File: src/hdl/opp_pkg.sv
// Package for the onset peak picker: sequencer state type, register indexes,
// reset values and the post-window clamp. No dependencies.
package opp_pkg;

    typedef enum logic [2:0] {
        ST_IDLE,
        ST_CHECK,
        ST_SETUP,
        ST_XCAP,
        ST_WALK,
        ST_DECIDE,
        ST_PUSH,
        ST_DONE
    } t_state;

    localparam int CFG_IDX_W  = 3;
    localparam int CFG_DATA_W = 16;
    localparam int WIN_W      = 5;
    localparam int GAP_W      = 8;
    localparam int DELTA_W    = 16;
    localparam int PEND_W     = 5;
    localparam int DIST_W     = 6;

    localparam logic [CFG_IDX_W-1:0] CFG_PRE_MAX  = 3'd0;
    localparam logic [CFG_IDX_W-1:0] CFG_POST_MAX = 3'd1;
    localparam logic [CFG_IDX_W-1:0] CFG_PRE_AVG  = 3'd2;
    localparam logic [CFG_IDX_W-1:0] CFG_POST_AVG = 3'd3;
    localparam logic [CFG_IDX_W-1:0] CFG_MIN_GAP  = 3'd4;
    localparam logic [CFG_IDX_W-1:0] CFG_DELTA    = 3'd5;

    localparam logic [WIN_W-1:0]   RST_PRE_MAX  = 5'd1;
    localparam logic [WIN_W-1:0]   RST_POST_MAX = 5'd1;
    localparam logic [WIN_W-1:0]   RST_PRE_AVG  = 5'd6;
    localparam logic [WIN_W-1:0]   RST_POST_AVG = 5'd7;
    localparam logic [GAP_W-1:0]   RST_MIN_GAP  = 8'd1;
    // 0.07 in unsigned Q1.15
    localparam logic [DELTA_W-1:0] RST_DELTA    = 16'd2294;

    localparam logic [PEND_W-1:0]  MAX_PEND     = 5'd16;

    // Post lengths outside 1..16 saturate.
    function automatic logic [WIN_W-1:0] clamp_post(input logic [WIN_W-1:0] v);
        logic [WIN_W-1:0] r;
        if (v == '0) begin
            r = 5'd1;
        end else if (v > 5'd16) begin
            r = 5'd16;
        end else begin
            r = v;
        end
        return r;
    endfunction

endpackage

File: src/hdl/opp_ram.sv
// Generic single-port-write, single-port-read RAM with registered read data.
// No dependencies.
module opp_ram #(
    parameter int WIDTH = 16,
    parameter int DEPTH = 64
) (
    input  logic                     i_clk,
    input  logic                     i_we,
    input  logic [$clog2(DEPTH)-1:0] i_waddr,
    input  logic [WIDTH-1:0]         i_wdata,
    input  logic                     i_re,
    input  logic [$clog2(DEPTH)-1:0] i_raddr,
    output logic [WIDTH-1:0]         o_rdata
);

    logic [WIDTH-1:0] r_mem [DEPTH];
    logic [WIDTH-1:0] r_rdata;

    always_ff @(posedge i_clk) begin
        if (i_we) begin
            r_mem[i_waddr] <= i_wdata;
        end
        if (i_re) begin
            r_rdata <= r_mem[i_raddr];
        end
    end

    assign o_rdata = r_rdata;

endmodule

File: src/hdl/onset_peak_picker.sv
// Onset peak picker: an item is taken while idle, then each decided frame is judged by
// walking W frames back through the ring, W being the span of the max and mean windows
// (up to 47); up to 16 decisions on the final frame. The walk reads the frames one at a
// time through the single ring read port.
// Reset (synchronous, active low) clears the sequencer, counters and registers;
// the frame ring is not cleared and needs no clearing pass.
module onset_peak_picker
    import opp_pkg::*;
#(
    parameter int RING_DEPTH  = 64,
    parameter int INDEX_BITS  = 20,
    parameter int SAMPLE_BITS = 16
) (
    input  logic                   i_clk,
    input  logic                   i_rst_n,
    input  logic                   i_cfg_we,
    input  logic [CFG_IDX_W-1:0]   i_cfg_idx,
    input  logic [CFG_DATA_W-1:0]  i_cfg_data,
    input  logic                   i_in_valid,
    output logic                   o_in_ready,
    input  logic [SAMPLE_BITS-1:0] i_envelope_sample,
    input  logic                   i_is_final,
    output logic                   o_out_valid,
    input  logic                   i_out_ready,
    output logic [INDEX_BITS-1:0]  o_onset_index,
    output logic                   o_onset_valid,
    output logic                   o_end_of_run
);

    localparam int AW   = $clog2(RING_DEPTH);
    localparam int IW   = INDEX_BITS;
    localparam int SW   = SAMPLE_BITS;
    localparam int XW   = ((SW > DELTA_W) ? SW : DELTA_W) + 2;
    localparam int ACCW = XW + DIST_W;

    // configuration
    logic [WIN_W-1:0]   r_pre_max, r_post_max, r_pre_avg, r_post_avg;
    logic [GAP_W-1:0]   r_min_gap;
    logic [DELTA_W-1:0] r_delta;

    // stream state
    t_state           r_state, n_state;
    logic [AW-1:0]    r_head;
    logic [IW-1:0]    r_count, r_last, r_next, r_newest, r_cand, r_hold_idx;
    logic             r_have, r_wrapped, r_final, r_hold_v;
    logic [PEND_W-1:0] r_pend;

    // window walk
    logic [DIST_W-1:0]  r_max_lo, r_max_hi, r_avg_lo, r_avg_hi, r_dhi, r_d, r_tag_d;
    logic [AW-1:0]      r_addr;
    logic               r_tag_v, r_fail;
    logic [SW-1:0]      r_x;
    logic signed [XW-1:0]   r_xd;
    logic signed [ACCW-1:0] r_acc;

    // output register
    logic             r_out_v, r_out_ov, r_out_eor;
    logic [IW-1:0]    r_out_idx;

    // ring memory
    logic             ram_we, ram_re;
    logic [AW-1:0]    ram_waddr, ram_raddr;
    logic [SW-1:0]    ram_rdata;

    function automatic logic [AW-1:0] ring_back(input logic [AW-1:0] h,
                                                input logic [DIST_W-1:0] d);
        logic [AW:0] hx;
        logic [AW:0] dx;
        logic [AW:0] r;
        hx = {1'b0, h};
        dx = (AW+1)'(d);
        if (hx >= dx) begin
            r = hx - dx;
        end else begin
            r = hx + (AW+1)'(RING_DEPTH) - dx;
        end
        return r[AW-1:0];
    endfunction

    opp_ram #(
        .WIDTH (SW),
        .DEPTH (RING_DEPTH)
    ) u_ring (
        .i_clk   (i_clk),
        .i_we    (ram_we),
        .i_waddr (ram_waddr),
        .i_wdata (i_envelope_sample),
        .i_re    (ram_re),
        .i_raddr (ram_raddr),
        .o_rdata (ram_rdata)
    );

    // ---------------- combinational helpers ----------------
    logic              in_acc, slot_free, go, onset, blocked;
    logic [AW-1:0]     head_inc;
    logic [IW-1:0]     count_inc, pend_full, gap;
    logic [WIN_W-1:0]  cpm, cpa, look;
    logic [3:0]        d0, fm, fa;
    logic [WIN_W-1:0]  bm, ba;
    logic [DIST_W-1:0] max_lo, max_hi, avg_lo, avg_hi;
    logic [SW-1:0]     s;
    logic signed [XW-1:0] term;
    logic              in_max, in_avg;

    assign in_acc    = i_in_valid && o_in_ready;
    assign slot_free = !r_out_v || i_out_ready;
    assign head_inc  = (r_head == AW'(RING_DEPTH - 1)) ? '0 : r_head + 1'b1;
    assign count_inc = r_count + 1'b1;
    assign pend_full = r_count - r_next + 1'b1;

    assign cpm  = clamp_post(r_post_max);
    assign cpa  = clamp_post(r_post_avg);
    assign look = (cpa > cpm) ? cpa : cpm;
    assign go   = (r_pend != '0) && (r_final || r_pend >= look);

    always_comb begin
        d0 = 4'(r_pend - 1'b1);
        fm = 4'(cpm - 1'b1);
        fa = 4'(cpa - 1'b1);
        if (fm > d0) fm = d0;
        if (fa > d0) fa = d0;
        bm = r_pre_max;
        ba = r_pre_avg;
        // cut windows at the stream start until the count wraps
        if (!r_wrapped && r_next < IW'(r_pre_max)) bm = r_next[WIN_W-1:0];
        if (!r_wrapped && r_next < IW'(r_pre_avg)) ba = r_next[WIN_W-1:0];
        max_lo = DIST_W'(d0) - DIST_W'(fm);
        max_hi = DIST_W'(d0) + DIST_W'(bm);
        avg_lo = DIST_W'(d0) - DIST_W'(fa);
        avg_hi = DIST_W'(d0) + DIST_W'(ba);
    end

    assign s      = ram_rdata;
    assign term   = r_xd - $signed({{(XW-SW){1'b0}}, s});
    assign in_max = (r_tag_d >= r_max_lo) && (r_tag_d <= r_max_hi);
    assign in_avg = (r_tag_d >= r_avg_lo) && (r_tag_d <= r_avg_hi);

    assign gap     = r_next - r_last;
    assign blocked = r_have && (gap <= IW'(r_min_gap));
    assign onset   = !r_fail && !r_acc[ACCW-1] && !blocked;

    // ---------------- next state ----------------
    always_comb begin
        n_state = r_state;
        unique case (r_state)
            ST_IDLE:   if (in_acc) n_state = ST_CHECK;
            ST_CHECK:  n_state = go ? ST_SETUP : ST_DONE;
            ST_SETUP:  n_state = ST_XCAP;
            ST_XCAP:   n_state = ST_WALK;
            ST_WALK:   if (r_d > r_dhi && !r_tag_v) n_state = ST_DECIDE;
            ST_DECIDE: n_state = onset ? ST_PUSH : ST_CHECK;
            ST_PUSH:   if (!r_hold_v || slot_free) n_state = ST_CHECK;
            ST_DONE: begin
                if (slot_free || (!r_final && !r_hold_v)) n_state = ST_IDLE;
            end
            default:   n_state = ST_IDLE;
        endcase
    end

    // ---------------- outputs of the sequencer ----------------
    logic out_load, out_ov, out_eor;
    logic [IW-1:0] out_idx;

    always_comb begin
        o_in_ready = 1'b0;
        ram_we     = 1'b0;
        ram_waddr  = head_inc;
        ram_re     = 1'b0;
        ram_raddr  = r_addr;
        out_load   = 1'b0;
        out_idx    = r_hold_idx;
        out_ov     = 1'b1;
        out_eor    = 1'b0;
        unique case (r_state)
            ST_IDLE: begin
                o_in_ready = 1'b1;
                ram_we     = i_in_valid;
            end
            ST_SETUP: begin
                ram_re    = 1'b1;
                ram_raddr = ring_back(r_head, DIST_W'(d0));
            end
            ST_WALK: begin
                ram_re = (r_d <= r_dhi);
            end
            ST_PUSH: begin
                out_load = r_hold_v && slot_free;
            end
            ST_DONE: begin
                out_load = slot_free && (r_final || r_hold_v);
                out_eor  = r_final;
                out_ov   = r_hold_v;
                out_idx  = r_hold_v ? r_hold_idx : r_newest;
            end
            default: ;
        endcase
    end

    // ---------------- registers ----------------
    always_ff @(posedge i_clk) begin
        if (!i_rst_n) begin
            r_state    <= ST_IDLE;
            r_pre_max  <= RST_PRE_MAX;
            r_post_max <= RST_POST_MAX;
            r_pre_avg  <= RST_PRE_AVG;
            r_post_avg <= RST_POST_AVG;
            r_min_gap  <= RST_MIN_GAP;
            r_delta    <= RST_DELTA;
            r_head     <= '0;
            r_count    <= '0;
            r_last     <= '0;
            r_next     <= '0;
            r_have     <= 1'b0;
            r_wrapped  <= 1'b0;
            r_hold_v   <= 1'b0;
            r_out_v    <= 1'b0;
            r_tag_v    <= 1'b0;
        end else begin
            r_state <= n_state;

            if (i_cfg_we) begin
                case (i_cfg_idx)
                    CFG_PRE_MAX:  r_pre_max  <= i_cfg_data[WIN_W-1:0];
                    CFG_POST_MAX: r_post_max <= i_cfg_data[WIN_W-1:0];
                    CFG_PRE_AVG:  r_pre_avg  <= i_cfg_data[WIN_W-1:0];
                    CFG_POST_AVG: r_post_avg <= i_cfg_data[WIN_W-1:0];
                    CFG_MIN_GAP:  r_min_gap  <= i_cfg_data[GAP_W-1:0];
                    CFG_DELTA:    r_delta    <= i_cfg_data[DELTA_W-1:0];
                    default: ;
                endcase
            end

            if (out_load) begin
                r_out_v <= 1'b1;
            end else if (i_out_ready) begin
                r_out_v <= 1'b0;
            end

            unique case (r_state)
                ST_IDLE: begin
                    if (in_acc) begin
                        r_head    <= head_inc;
                        r_count   <= count_inc;
                        if (count_inc == '0) r_wrapped <= 1'b1;
                        r_newest  <= r_count;
                        r_final   <= i_is_final;
                        r_pend    <= (pend_full > IW'(MAX_PEND)) ? MAX_PEND
                                                               : pend_full[PEND_W-1:0];
                    end
                end
                ST_CHECK: ;
                ST_SETUP: begin
                    r_max_lo <= max_lo;
                    r_max_hi <= max_hi;
                    r_avg_lo <= avg_lo;
                    r_avg_hi <= avg_hi;
                    r_dhi    <= (max_hi > avg_hi) ? max_hi : avg_hi;
                    r_d      <= (max_lo < avg_lo) ? max_lo : avg_lo;
                end
                ST_XCAP: begin
                    // candidate frame is on the read port now
                    r_x     <= ram_rdata;
                    r_xd    <= $signed({{(XW-SW){1'b0}}, ram_rdata})
                             - $signed({{(XW-DELTA_W){1'b0}}, r_delta});
                    r_addr  <= ring_back(r_head, r_d);
                    r_fail  <= 1'b0;
                    r_acc   <= '0;
                    r_tag_v <= 1'b0;
                end
                ST_WALK: begin
                    // issue one ring read a cycle, walking back in time
                    if (r_d <= r_dhi) begin
                        r_tag_v <= 1'b1;
                        r_tag_d <= r_d;
                        r_d     <= r_d + 1'b1;
                        r_addr  <= (r_addr == '0) ? AW'(RING_DEPTH - 1) : r_addr - 1'b1;
                    end else begin
                        r_tag_v <= 1'b0;
                    end
                    if (r_tag_v) begin
                        if (in_max && s > r_x) r_fail <= 1'b1;
                        if (in_avg) r_acc <= r_acc + ACCW'(term);
                    end
                end
                ST_DECIDE: begin
                    if (onset) begin
                        r_last <= r_next;
                        r_have <= 1'b1;
                        r_cand <= r_next;
                    end
                    r_next <= r_next + 1'b1;
                    r_pend <= r_pend - 1'b1;
                end
                ST_PUSH: begin
                    // keep the newest onset back so the final one can carry end of run
                    if (!r_hold_v || slot_free) begin
                        r_hold_v   <= 1'b1;
                        r_hold_idx <= r_cand;
                    end
                end
                ST_DONE: begin
                    if (out_load) r_hold_v <= 1'b0;
                    if (out_load && r_final) begin
                        r_count   <= '0;
                        r_last    <= '0;
                        r_have    <= 1'b0;
                        r_next    <= '0;
                        r_wrapped <= 1'b0;
                    end
                end
                default: ;
            endcase
        end
    end

    always_ff @(posedge i_clk) begin
        if (out_load) begin
            r_out_idx <= out_idx;
            r_out_ov  <= out_ov;
            r_out_eor <= out_eor;
        end
    end

    assign o_out_valid   = r_out_v;
    assign o_onset_index = r_out_idx;
    assign o_onset_valid = r_out_ov;
    assign o_end_of_run  = r_out_eor;

endmodule

File: config.mk
export PLATFORM = sky130hd
export DESIGN_NAME = onset_peak_picker
export DESIGN_NICKNAME = d
export VERILOG_FILES = /design/src/hdl/opp_pkg.sv /design/src/hdl/opp_ram.sv /design/src/hdl/onset_peak_picker.sv
export SDC_FILE = /design/constraint.sdc
export NUM_CORES = 2
export LEC_CHECK = 0
export ABC_CLOCK_PERIOD_IN_PS = 9750
export BUFFER_PORTS_ARGS = -buffer_cell sky130_fd_sc_hd__buf_4
export CAP_MARGIN = 30
export CORE_MARGIN = 5
export CORE_UTILIZATION = 50
export DETAILED_ROUTE_END_ITERATION = 10
export GPL_TIMING_DRIVEN = 0
export PLACE_DENSITY_LB_ADDON = 0.2
export SLEW_MARGIN = 20
export SYNTH_ARGS = -nofsm -noshare
export SYNTH_HDL_FRONTEND = slang
export SYNTH_SLANG_ARGS = --single-unit
export TNS_END_PERCENT = 20
File: constraint.sdc
create_clock -name i_clk -period 9.75 [get_ports i_clk]
set_input_delay 0.975 -clock i_clk [delete_from_list [all_inputs] [get_ports i_clk]]
set_output_delay 0.975 -clock i_clk [all_outputs]
set_load 0.01 [all_outputs]
Yosys cells after proc, flatten, opt, wreduce, memory -nomap -nowiden

Memories as Yosys holds them, arrays and structs flattened. A register that Yosys moved wholly into a read port is not among the register bits.
Index checks and enable logic that the tools add are counted.
Widths: inputs -> output; s select.

Bits in registers: 313
Bits in latches: 0
Bits in writable memories: 1024
ROM bits: 0
Input bits: 41
Output and inout port bits: 24
Word-level logic and storage cells: 235
Memories kept: 1

Memories:

| memory       | depth | width | rd ports | clocked after Yosys merged registers in | wr ports | line          | text |
|---|---|---|---|---|---|---|---|
| u_ring.r_mem | 64    | 16    | 1        | 1                                       | 1        | opp_ram.sv:16 | `logic [WIDTH-1:0] r_mem [DEPTH];` |

Add/subtract/negate cells: 23
Multiply operators: 0
Div/mod/pow operators: 0
Magnitude comparators: 21
Eq/ne operators: 25
Shifts and indexed selects: 0
Mux-type cells: 63
Bitwise gates (word level): 0
Reductions and logical operators: 66

Operators with widths:

| operator              | count |
|---|---|
| $pmux 20 s2           | 3 |
| $mux 20               | 5 |
| $add 20x1->20 const B | 3 |
| $mux 6                | 9 |
| $mux 24               | 2 |
| $pmux 24 s2           | 1 |
| $mux 5                | 9 |
| $lt 20x5->1           | 2 |
| $sub 20x20->20        | 2 |
| $reduce_and 3->1      | 10 |
| $add 24x18->24        | 1 |
| $ne 2x2->1 const B    | 12 |
| $pmux 3 s8            | 1 |
| $pmux 6 s2            | 2 |
| $gt 20x5->1 const B   | 1 |
| $le 20x8->1           | 1 |
| $logic_not 20->1      | 1 |
| $reduce_and 2->1      | 10 |
| $add 6x1->6 const B   | 3 |
| $eq 3x3->1 const B    | 6 |
| $ge 6x6->1            | 3 |
| $le 6x6->1            | 3 |
| $mux 3                | 6 |
| $sub 18x17->18        | 1 |
| 32 further kinds      | 101 |

Depth between registers and ports, before layout

Word-level depth: 10
Depth in mapped cells: 27

Hierarchy

From an unflattened synthesis, not the netlist that was laid out.

Cell total of the unflattened synthesis: 3954
Area, all modules: 60692.0 um^2

By module, submodules not included:

| module            | times used | cells each | area each (um^2) |
|---|---|---|---|
| opp_ram           | 1          | 1820       | 40138.5 |
| onset_peak_picker | 1          | 2134       | 20553.5 |

Worst setup path after synthesis

Ideal clock, no wire load.

Kind: reg-to-reg
Start point: register r_pend[0]
End point: register r_d[2], data pin
Library setup time: 0.262 ns
Data arrival time: 4.541 ns
Data required time: 9.488 ns
Path slack: 4.946 ns
Stages on the path, launching flop included: 22
Path buffers: 0
Cells stage by stage: edfxtp_1 inv_1 ha_1 xor2_1 inv_1 ha_1 o21ai_0 nand2b_1 a21oi_1 a41o_1 nor2_1 a21oi_1 ha_1 fa_1 ha_1 a21boi_0 o21a_1 o21ai_0 nand2b_1 a21oi_1 mux2i_1 o21ai_0

Longest elaborated chain between the ends: 7
Elaborated cells on any way between the ends: 10

Ends and longest elaborated chain:

| what                                  | line                                               | text |
|---|---|---|
| from (decl)                           | onset_peak_picker.sv:46                            | `logic [PEND_W-1:0] r_pend;` |
| from (signal assigned)                | onset_peak_picker.sv:247                           | `r_pend <= (pend_full > IW'(MAX_PEND)) ? MAX_PEND` |
| from (signal assigned)                | onset_peak_picker.sv:292                           | `r_pend <= r_pend - 1'b1;` |
| $sub 5x1->5 (*)                       | -                                                  |  |
| $gt 4x4->1, on equally long branches  | onset_peak_picker.sv:120, onset_peak_picker.sv:121 |  |
| $mux 4, on equally long branches      | onset_peak_picker.sv:120, onset_peak_picker.sv:121 |  |
| $sub 4x4->5, on equally long branches | onset_peak_picker.sv:127, onset_peak_picker.sv:129 |  |
| $lt 6x6->1                            | onset_peak_picker.sv:258                           | `r_d <= (max_lo < avg_lo) ? max_lo : avg_lo;` |
| $mux 6 (*)                            | onset_peak_picker.sv:258                           |  |
| $pmux 6 s2 (*)                        | onset_peak_picker.sv:239                           | `unique case (r_state)` |
| to (signal assigned)                  | onset_peak_picker.sv:258                           |  |
| to (signal assigned)                  | onset_peak_picker.sv:275                           | `r_d <= r_d + 1'b1;` |
| to (decl)                             | onset_peak_picker.sv:49                            | `logic [DIST_W-1:0] r_max_lo, r_max_hi, r_avg_lo, r_avg_hi, r_dhi, r_d, r_tag_d;` |

Mark *: on every way between the ends. The rest lies on a longest branch, timed or not.
A chain may end at the register's enable or synchronous reset.

Final worst setup path

Start point: register r_pend[0]
End point: register u_ring.r_rdata[6], in the netlist u_ring.o_rdata[6], read port of u_ring.r_mem, data pin

Longest elaborated chain between the ends: 4
Elaborated cells on any way between the ends: 6

Ends and longest elaborated chain:

| what                                | line                     | text |
|---|---|---|
| $sub 5x1->5 (*)                     | -                        |  |
| $sub 6x4->6 (tied with other cells) | onset_peak_picker.sv:75  | `r = hx + (AW+1)'(RING_DEPTH) - dx;` |
| $mux 6 (*)                          | onset_peak_picker.sv:72  | `if (hx >= dx) begin` |
| $mux 6 (*)                          | onset_peak_picker.sv:174 | `unique case (r_state)` |
| to (decl)                           | opp_ram.sv:17            | `logic [WIDTH-1:0] r_rdata;` |

Marks and branches as above.

==> impl_metrics.env <==
export IMPL_outcome="complete, no violations"
export IMPL_cp_max_fo=11
export IMPL_cts_sinks=1350
export IMPL_synthToLayoutAreaGrowth_pct=13.6
export IMPL_place_gp_congestion=0.924
export IMPL_postCtsSetupRepairBufs=0
export IMPL_initial_core_util_pct=50.5
export IMPL_min_to="r_hold_idx[8]"
export IMPL_syn_inst=4011
export IMPL_routed_via_count=35700
export IMPL_grt_pass1_wl_um=222000
export IMPL_synth_xor_area_share_pct=1.61
export IMPL_path_class="register to register"
export IMPL_cts_buffers=144
export IMPL_pin_count=65
export IMPL_first_iter_violations=3325
export IMPL_grtUsageTotal_pct=23.2
export IMPL_irDropWorstVdd_uv=202
export IMPL_slew_headroom_pct=27.9
export IMPL_die_area_um2=128000
export IMPL_path_clk_slew_ps=60
export IMPL_clockBufferDepth=3
export IMPL_avgViaCountPerCell=5.92
export IMPL_whs_path_depth=0
export IMPL_rsz0062_at_grt="false"
export IMPL_hpwl_um=101000
export IMPL_synth_top_area_share_pct=61.0
export IMPL_hold_viol_final=0
export IMPL_syn_cell_area_um2=60600
export IMPL_r2r_end="u_ring.o_rdata[6]"
export IMPL_synth_fa_ha_area_share_pct=5.23
export IMPL_synth_simple_area_share_pct=7.21
export IMPL_die_h_um=358
export IMPL_reg2reg_from="r_pend[0]"
export IMPL_synth_edff_count=1232
export IMPL_fillers=9391
export IMPL_drcViolationCount=0
export IMPL_crit_path_end_kind="register"
export IMPL_ys_async_sr_fraction_pct=0
export IMPL_maxCapViolCount=0
export IMPL_rrSetupSlack_ps=3540
export IMPL_htree_num_levels=4
export IMPL_fin_worst_skew_ps=28.9
export IMPL_cts_tree="yes"
export IMPL_nets=4583
export IMPL_start_kind="register"
export IMPL_num_rows=127
export IMPL_cts_repair_resized=0
export IMPL_min_from="r_cand[8]"
export IMPL_ys_warnings_count=0
export IMPL_yosys_top_cells_count="edfxtp_1 (1,232), nand2_1 (274), nor2_1 (260)"
export IMPL_critical_path_arrival_ps=6620
export IMPL_yosysMostFrequentCell="edfxtp_1"
export IMPL_synth_nets=4299
export IMPL_power_total_uw=16200
export IMPL_synth_compound_area_share_pct=6.70
export IMPL_hold_buffers=0
export IMPL_period_needed_ps=6210
export IMPL_synth_top_family_by_area="multiplexers"
export IMPL_die_w_um=358
export IMPL_crit_required_ps=10160
export IMPL_dr_pass1_iters=5
export IMPL_yosysSeqAreaShare_pct=64.9
export IMPL_insertion_delay_ps=780
export IMPL_synth_cell_types=87
export IMPL_leakage_uw=0.0240
export IMPL_grt_overflow=0
export IMPL_wirelength_um=148000
export IMPL_final_max_slew_viol_count=0
export IMPL_fin_tns_setup_ps=0
export IMPL_tightest_slew_ps=1080
export IMPL_wl_per_cell_um=24.6
export IMPL_synth_mux_area_share_pct=11.8
export IMPL_yosys_top_cells_area="edfxtp_1 (61%), mux4_2 (9.5%), ha_1 (4.9%)"
export IMPL_synthFlopType="edfxtp_1"
export IMPL_placed_area_um2=64300
export IMPL_drive_above_1_share_pct=17.5
export IMPL_root_buffer="clkbuf_16"
export IMPL_synth_ff_latch_count=1350
export IMPL_reg2reg_depth=15
export IMPL_fmax_mhz=161
export IMPL_grt_max_degree=65
export IMPL_grt_pass1_vias=35000
export IMPL_ant_nets=0
export IMPL_hp_class="register to register"
export IMPL_cellPowerDensity_nw_per_um2=236
export IMPL_fin_crit_sh_pct=63.6
export IMPL_synth_area_per_cell_um2=15.1
export IMPL_core_um2=120000
export IMPL_port_buffers=62
export IMPL_setup_violations_final=0
export IMPL_final_cell_area_um2=68900
export IMPL_grt_antenna_before_repair=0
export IMPL_yosysTopAreaCell="edfxtp_1"
## cells in the final DEF (no fill, tap or decap), types with 118 or more instances in the layout
| cell | netlist | layout |
|---|---|---|
| clkbuf_1 | 99 | 132 |
| clkbuf_16 | 0 | 150 |
| edfxtp_1 | 1232 | 1232 |
| mux4_2 | 256 | 256 |
| a21oi_1 | 152 | 151 |
| dfxtp_1 | 118 | 118 |
| inv_1 | 208 | 208 |
| nor2_1 | 260 | 193 |
| nand2_1 | 274 | 274 |
| ha_1 | 236 | 236 |
## power by group
group | switching [µW] | internal (µW) | leakage (µW)
logic | 2530 | 1720 | 0.00966
clock network | 2250 | 3110 | 0.00226
registers | 90.5 | 6530 | 0.0121
total | 4870 | 11400 | 0.0240
## sequential cells by signal, indices dropped and copies added (netlist names), 6 cells and up
register,flops
o_onset_index,20
r_acc,24
r_addr,6
r_avg_hi,6
r_cand,20
r_count,20
r_d,6
r_delta,16
r_dhi,6
r_head,6
r_hold_idx,20
r_last,20
r_max_hi,6
r_min_gap,8
r_newest,20
r_next,20
r_tag_d,6
r_x,16
r_xd,17
u_ring.o_rdata,16
u_ring.r_mem,1024
## layout make-up
class	instances	area (µm²)	area share [%]
clock inverters	77	729	1.06
multi-input cells	2281	19900	28.9
clock buffers	185	3910	5.67
inverters	210	788	1.14
repair buffers	138	1400	2.03
well taps	1612	2020	2.93
plain buffers	170	771	1.12
diodes	1	2.50	0.00363
flip-flops and latches	1350	39400	57.1
## through the flow
| step | setup slack [ps] | cells | util (%) | hold WS (ps) |
|---|---|---|---|---|
| floorplan | 4950 | 4011 | - | 400 |
| global placement | 3300 | 5685 | 52.5 | 401 |
| detailed placement | 3660 | 5760 | 53.5 | 405 |
| CTS | 3640 | 6022 | 57.3 | 381 |
| global route | 3390 | 6023 | 57.3 | 403 |
| finish | 3540 | 6024 | 57.4 | 399 |
## cell families (layout without fill, tap and decap cells)
family / Yosys count / after routing
flops: 1350 / 1350
simple gates: 924 / 924
compound gates: 611 / 611
mux: 389 / 389
buf+inv: 380 / 780
fa+ha+maj: 247 / 247
xor+xnor: 110 / 110
other cells: 0 / 1
## worst max path at each step
stage               slack, ps  startpoint  depth (start not counted)                end
global route             3390   r_pend[0]                         15  u_ring.o_rdata[8]
finish                   3540   r_pend[0]                         15  u_ring.o_rdata[6]
global placement         3300   r_pend[0]                         15  u_ring.o_rdata[6]
floorplan                4950   r_pend[0]                         21             r_d[2]
CTS                      3640   r_pend[0]                         15  u_ring.o_rdata[6]
detailed placement       3660   r_pend[0]                         15  u_ring.o_rdata[6]
## layer usage
layer  vias to the layer above  global-route usage [%]  wire [µm]
li1                      16100                       -          -
met1                     18000                    32.9      63200
met2                      1318                    37.4      69800
met3                       244                    3.60       9930
met4                         0                    7.77       4990
met5                         -                       0          0
## critical path, cell delays in order (launching register included)
cell and delay (ps):
edfxtp_1 450, inv_1 450, ha_1 540, inv_1 390, fa_1 530, inv_1 70, a21o_1 100, a21oi_1 80
xnor2_1 140, a21oi_1 520, clkbuf_1 590, buf_2 480, clkbuf_1 410, a311oi_1 240, a211oi_1 590, a31oi_1 250
Note: power is estimated with default switching activity, not from simulation.
